**config.mk**
```make
export PLATFORM = sky130hd
export DESIGN_NAME = css_comment_stripper_core
export DESIGN_NICKNAME = d
export VERILOG_FILES = /design/src/sv/css_pkg.sv /design/src/sv/css_scan.sv /design/src/sv/css_obuf.sv /design/src/sv/css_comment_stripper_core.sv
export SDC_FILE = /design/constraint.sdc
export NUM_CORES = 1
export LEC_CHECK = 0
export BUFFER_PORTS_ARGS = -buffer_cell sky130_fd_sc_hd__buf_4
export CORE_UTILIZATION = 50
export DETAILED_ROUTE_END_ITERATION = 12
export GPL_TIMING_DRIVEN = 0
export HOLD_SLACK_MARGIN = 0.1
export PLACE_DENSITY = 0.69
export REMOVE_ABC_BUFFERS = 1
export SLEW_MARGIN = 20
export SYNTH_ARGS = -nofsm -noshare
export SYNTH_HDL_FRONTEND = slang
export SYNTH_SLANG_ARGS = --single-unit
```
**constraint.sdc**
```tcl
create_clock -name clk -period 3.2 [get_ports clk]
set_input_delay 0.48 -clock clk [delete_from_list [all_inputs] [get_ports clk]]
set_output_delay 0.48 -clock clk [all_outputs]
set_load 0.01 [all_outputs]
```
**src/sv/css_pkg.sv**
```systemverilog
// package: scan modes, character codes and the decoded result bundle
package css_pkg;

	// characters that steer the scanner
	localparam logic [7:0] CH_SQUOTE = 8'h27;
	localparam logic [7:0] CH_DQUOTE = 8'h22;
	localparam logic [7:0] CH_SLASH  = 8'h2F;
	localparam logic [7:0] CH_STAR   = 8'h2A;

	// entries in the output queue, indexed by two-bit pointers
	localparam int unsigned OBUF_DEPTH = 4;

	// scanner mode
	typedef enum logic [2:0] {
		MODE_PLAIN   = 3'd0,
		MODE_SQUOTE  = 3'd1,
		MODE_DQUOTE  = 3'd2,
		MODE_SLASH   = 3'd3,
		MODE_COMMENT = 3'd4,
		MODE_STAR    = 3'd5
	} scan_mode_t;

	// bytes produced by one input item (cnt is 0, 1 or 2)
	typedef struct packed {
		logic [1:0] cnt;
		logic [7:0] b0;
		logic [7:0] b1;
	} scan_res_t;

endpackage

```
**src/sv/css_scan.sv**
```systemverilog
// input register, mode register and per-item decode of the comment scanner
module css_scan
	import css_pkg::*;
(
	input  logic       clk,
	input  logic       arst_n,
	input  logic       in_valid,
	output logic       in_stall,
	input  logic [7:0] in_byte,
	output logic       res_valid,
	output scan_res_t  res,
	input  logic       res_take
);

	logic       valid_s1;
	logic [7:0] byte_s1;
	scan_mode_t mode_q;
	scan_mode_t mode_nxt;
	logic       load;

	// input stage refills when empty or when its item moves on
	assign load      = !valid_s1 || res_take;
	assign in_stall  = !load;
	assign res_valid = valid_s1;

	always_ff @(posedge clk or negedge arst_n) begin
		if (!arst_n) begin
			valid_s1 <= 1'b0;
		end else if (load) begin
			valid_s1 <= in_valid;
		end
	end

	always_ff @(posedge clk) begin
		if (load && in_valid) begin
			byte_s1 <= in_byte;
		end
	end

	// mode advances only when the decoded item is handed on
	always_ff @(posedge clk or negedge arst_n) begin
		if (!arst_n) begin
			mode_q <= MODE_PLAIN;
		end else if (valid_s1 && res_take) begin
			mode_q <= mode_nxt;
		end
	end

	// decode of one byte against the current mode
	always_comb begin
		mode_nxt = mode_q;
		res.cnt  = 2'd0;
		res.b0   = byte_s1;
		res.b1   = byte_s1;
		unique case (mode_q)
			MODE_SQUOTE: begin
				if (byte_s1 == CH_SQUOTE) begin
					mode_nxt = MODE_PLAIN;
				end
				res.cnt = 2'd1;
			end
			MODE_DQUOTE: begin
				if (byte_s1 == CH_DQUOTE) begin
					mode_nxt = MODE_PLAIN;
				end
				res.cnt = 2'd1;
			end
			MODE_SLASH: begin
				if (byte_s1 == CH_SLASH) begin
					res.cnt = 2'd1;
					res.b0  = CH_SLASH;
				end else if (byte_s1 == CH_STAR) begin
					mode_nxt = MODE_COMMENT;
				end else begin
					// held slash goes out ahead of this byte
					mode_nxt = MODE_PLAIN;
					res.cnt  = 2'd2;
					res.b0   = CH_SLASH;
					res.b1   = byte_s1;
				end
			end
			MODE_COMMENT: begin
				if (byte_s1 == CH_STAR) begin
					mode_nxt = MODE_STAR;
				end
			end
			MODE_STAR: begin
				if (byte_s1 == CH_SLASH) begin
					mode_nxt = MODE_PLAIN;
				end else if (byte_s1 != CH_STAR) begin
					mode_nxt = MODE_COMMENT;
				end
			end
			default: begin
				// plain text, also any unused code
				mode_nxt = MODE_PLAIN;
				if (byte_s1 == CH_SQUOTE) begin
					mode_nxt = MODE_SQUOTE;
					res.cnt  = 2'd1;
				end else if (byte_s1 == CH_DQUOTE) begin
					mode_nxt = MODE_DQUOTE;
					res.cnt  = 2'd1;
				end else if (byte_s1 == CH_SLASH) begin
					mode_nxt = MODE_SLASH;
				end else begin
					res.cnt = 2'd1;
				end
			end
		endcase
	end

endmodule

```
**src/sv/css_obuf.sv**
```systemverilog
// four-entry output queue that takes up to two bytes per item
module css_obuf
	import css_pkg::*;
(
	input  logic       clk,
	input  logic       arst_n,
	input  logic       res_valid,
	input  scan_res_t  res,
	output logic       res_take,
	output logic       out_valid,
	input  logic       out_stall,
	output logic [7:0] out_byte,
	output logic       last_of_run
);

	logic [7:0] byte_q [OBUF_DEPTH];
	logic       last_q [OBUF_DEPTH];
	logic [1:0] wr_q;
	logic [1:0] rd_q;
	logic [2:0] cnt_q;
	logic       push;
	logic       pop;
	logic [1:0] push_n;
	logic [1:0] wr_p1;

	// room for the largest item (two bytes)
	assign res_take  = cnt_q <= 3'd2;
	assign push      = res_valid && res_take;
	assign push_n    = push ? res.cnt : 2'd0;
	assign out_valid = cnt_q != 3'd0;
	assign pop       = out_valid && !out_stall;
	assign wr_p1     = wr_q + 2'd1;

	assign out_byte    = byte_q[rd_q];
	assign last_of_run = last_q[rd_q];

	// pointers and fill count
	always_ff @(posedge clk or negedge arst_n) begin
		if (!arst_n) begin
			wr_q  <= 2'd0;
			rd_q  <= 2'd0;
			cnt_q <= 3'd0;
		end else begin
			wr_q  <= wr_q + push_n;
			rd_q  <= rd_q + {1'b0, pop};
			cnt_q <= cnt_q + {1'b0, push_n} - {2'b00, pop};
		end
	end

	// entry writes, second byte one slot after the first
	always_ff @(posedge clk) begin
		if (push_n != 2'd0) begin
			byte_q[wr_q] <= res.b0;
			last_q[wr_q] <= push_n == 2'd1;
		end
		if (push_n == 2'd2) begin
			byte_q[wr_p1] <= res.b1;
			last_q[wr_p1] <= 1'b1;
		end
	end

endmodule

```
**src/sv/css_comment_stripper_core.sv**
```systemverilog
// top level of the block comment stripper
//
//  channel | signals                              | direction
//  --------+--------------------------------------+----------
//  input   | in_valid, in_stall, in_byte          | byte in
//  output  | out_valid, out_stall, out_byte,      | byte out
//          | last_of_run                          |
//
// one input byte per cycle unless the input stalls: the byte is registered,
// decoded combinationally against the mode register and written as zero, one
// or two bytes into a four-entry output queue; one queued byte leaves per
// cycle unless the output stalls.
// reset clears the mode to plain text and empties both stages.
// input stalls only when the queue has fewer than two free entries.
module css_comment_stripper_core
	import css_pkg::*;
(
	input  logic       clk,
	input  logic       arst_n,
	input  logic       in_valid,
	output logic       in_stall,
	input  logic [7:0] in_byte,
	output logic       out_valid,
	input  logic       out_stall,
	output logic [7:0] out_byte,
	output logic       last_of_run
);

	logic      res_valid;
	logic      res_take;
	scan_res_t res;

	// scanner
	css_scan u_scan (
		.clk       (clk),
		.arst_n    (arst_n),
		.in_valid  (in_valid),
		.in_stall  (in_stall),
		.in_byte   (in_byte),
		.res_valid (res_valid),
		.res       (res),
		.res_take  (res_take)
	);

	// output queue
	css_obuf u_obuf (
		.clk         (clk),
		.arst_n      (arst_n),
		.res_valid   (res_valid),
		.res         (res),
		.res_take    (res_take),
		.out_valid   (out_valid),
		.out_stall   (out_stall),
		.out_byte    (out_byte),
		.last_of_run (last_of_run)
	);

endmodule

```
==> results by group <==
CTS
  • CTS tree: built
  • Worst-skew pair later-pin latency: 0.31 ns
  • Clock Sinks: 55
  • Worst-path clk slew: 0.10 ns
  • CTS max path bufs: 2
  • Postcts setup bufs: 0
  • H-tree depth: 2
  • Root Driver: clkbuf_8
  • PostCTS Resize Cnt: 0
  • Total CTS buffers: 5

Yosys
  • Post-synth EDFFs: 40
  • XOR/XNOR Fraction of Synth Area: 0.0256
  • #FFs+latches synth: 55
  • Synth Area in Adders: 0.0307
  • Cell Area, Synth: 0.00269 sq mm
  • Yosys warning count: 0
  • Cell count after synthesis: 200
  • Sequential-to-total area share from yosys stat: 0.579
  • Yosys cell types: 48
  • Mux share of post-synthesis cell area: 0.0949
  • Largest family of logic cells by synthesized area: simple AND/OR/NAND/NOR gates
  • Top_reg_cell synth: edfxtp_1
  • Simple-gate share of the synthesized area: 0.144
  • Asr flop ratio synth: 0.200
  • Synth Area in Compound Gates: 0.0926
  • Syn Area/Cell: 13.4 sq um

Drt
  • Via count: 1645
  • TritonRoute pass-1 iters: 4
  • Post-DRT Antenna Nets: 0
  • Final WL: 4990 microns
  • DR iter-0 viols: 133
  • Vias per cell: 5.61
  • DRC Markers: 0
  • Routed wire per std cell: 17.0 microns

Flow run
  • Maxcap violations: 0

Setup path
  • Worst EP arrival: 3.06 ns
  • Reg2reg path depth: 5
  • Worst EP required: 3.15 ns
  • Critical path's slowest cell: or4b_4
  • Reg2Reg Setup Slack: 0.08 ns
  • Crit-path cells: or4b_4 > o21a_1 > nor3_1 > a21oi_1 > nor2_1
  • Type of origin of the critical path: flop
  • R2R Path End: u_obuf.byte_q[1][5]
  • CP Capture Type: flop
  • CP Max Fanout: 8
  • Worst reg2reg startpoint: u_scan.byte_s1[6]
  • Critical setup path kind: flop to flop
  • Max incr delay on CP: 0.65 ns

Pwr
  • Leak Pwr: 1.10 nW
  • PwrDens: 792 mW/mm^2
  • Worst vdd ir: 0.453 mV

STA
  • Fin Setup TNS: 0 ns
  • Worst-margin pin slew: 0.801 ns
  • Endpoints failing setup: 0
  • Slew HR: 0.464
  • Final Max Slew Viols: 0
  • Post-Route Skew: 0.00904 ns
  • Hold_ws: 0.340 ns
  • Fin. Hold Viols: 0
  • Period minus WS final: 3.12 ns
  • Final worst path period share: 0.974
  • Max frequency: 321 MHz
  • RSZ-0062 raised after global routing: yes

Global route
  • Initial antenna violation count: 0
  • Number of global-route vias before repair: 1617
  • GRT Util Overall: 0.203
  • Largest net degree at the start of global routing: 18
  • First-pass GRT wire length: 8070 microns
  • Total grt overflow: 0

Floorplanning
  • DIE AREA: 0.00567 sq mm
  • Die Wd: 75.3 microns
  • Starting Density: 0.523
  • Site row count: 26
  • Die height: 75.3 microns
  • Io pins: 23
  • Core area: 0.00514 sq mm

Final layout
  • Commonest non-fill, non-tap cells in the layout: edfxtp_1 (40), buf_4 (22), nand2b_1 (14)
  • Fin nets: 240
  • Layout cells sized above 1: 0.211
  • Commonest non-fill, non-tap cell in the layout: edfxtp_1
  • Diode count: 0
  • Area Overhead vs Synth: 11.2%

Placed design
  • DP HPWL: 3640 microns
  • Gp weighted congestion: 0.991
  • # port buffers: 22

Run status
  • Run status: finished, final reports clean

Min path
  • Worst Hold Launch: in_byte[4]
  • Hold Path Class: input port to flop
  • Hold Crit Depth: 1
  • Hold EP: u_scan.byte_s1[4]
per-stage QoR:
stage | util | worst slack (ns) | cells | instance area [sq um] | power [mW]
2_1_floorplan | - | 0.604 | 192 | 2640 | 1.70
3_3_place_gp | 0.563 | 0.0829 | 284 | 2890 | 1.96
3_5_place_dp | 0.563 | 0.0661 | 284 | 2890 | 2.01
4_1_cts | 0.582 | 0.0507 | 293 | 2990 | 2.39
5_1_grt | 0.582 | -0.132 | 293 | 2990 | 2.52
6_report | 0.582 | 0.0832 | 293 | 2990 | 2.37
synth_stat cells (all sizes together) (2+ instances only):
library cell / count / area share
nand2b: 14 / 0.033
nor2: 7 / 0.011
xor2: 2 / 0.0065
inv: 11 / 0.015
mux4: 9 / 0.075
or2: 3 / 0.0070
ha: 5 / 0.023
o21ai: 11 / 0.020
nand4: 2 / 0.0047
clkbuf: 6 / 0.0084
nand2: 7 / 0.0098
dfrtp: 11 / 0.10
mux2i: 3 / 0.011
nor3: 5 / 0.0093
edfxtp: 40 / 0.45
o21bai: 8 / 0.022
and2: 11 / 0.026
xnor2: 5 / 0.019
dfxtp: 4 / 0.030
a21oi: 5 / 0.0093
nor2b: 4 / 0.0093
or4b: 2 / 0.0088
o311ai: 2 / 0.013
nand3: 4 / 0.0074
mux2: 2 / 0.0084
buf: 2 / 0.0098
per-layer routing:
layer  global-route usage  part of all wire  wire length (microns)
met5                    0                 0                      0
met4               0.0700             0.016                     79
met3               0.0410             0.052                    260
met1                0.252              0.41                   2060
met2                0.356              0.52                   2590
timing repair:
item | in CTS | in global routing
endpoints found under the setup margin | 0 | 16
hold endpoints to repair | 11 | 0
hold buffers | 1 | 0
critical path: cells and delay by family, from the launching register on:
family           cells  cell delay [ns]
AND/OR/NAND/NOR      3             1.87
AO/OA/AOI/OAI        2             0.40
flip-flops           1             0.49
sequential cells by signal, indices dropped and copies added, names as in the netlist:
signal,flops
u_obuf.byte_q,32
u_obuf.cnt_q,3
u_obuf.last_q,4
u_obuf.rd_q,2
u_obuf.wr_q,2
u_scan.byte_s1,8
u_scan.mode_q,3
u_scan.res_valid,1
how the worst max path moves through the flow:
stage | endpoint | slack [ns] | start
floorplan | u_obuf.cnt_q[2] | 0.60 | u_scan.byte_s1[6]
global placement | u_obuf.byte_q[1][6] | 0.08 | u_scan.byte_s1[6]
detailed placement | u_obuf.byte_q[1][6] | 0.07 | u_scan.byte_s1[6]
CTS | u_obuf.byte_q[1][0] | 0.05 | u_scan.byte_s1[6]
global route | u_obuf.byte_q[3][2] | -0.13 | u_scan.byte_s1[6]
finish | u_obuf.byte_q[1][5] | 0.08 | u_scan.byte_s1[6]
final cells by class:
cell class	instances	area [sq um]
multi-input cells	126	1040
fillers	429	2150
clock buffers	5	68.8
clock inverters	3	18.8
inverters	11	41.3
flip-flops and latches	55	1560
repair buffers	23	175
well taps	70	87.6
logic make-up (layout without fill, tap and decap cells):
group	Yosys count	count (layout)
AO/OA/AOI/OAI	34	34
buffers and inverters	19	42
multiplexers	14	14
adder cells (fa/ha/maj)	6	6
flip-flops	55	55
AND/OR/NAND/NOR	65	65
XOR/XNOR	7	7
power breakdown:
part / internal (mW) / switching, mW / total [mW]
Sequential: 0.979 / 0.199 / 1.18
Clock: 0.155 / 0.225 / 0.379
Combinational: 0.432 / 0.380 / 0.812
Total: 1.57 / 0.804 / 2.37
Power figures use the tool's default switching activity.
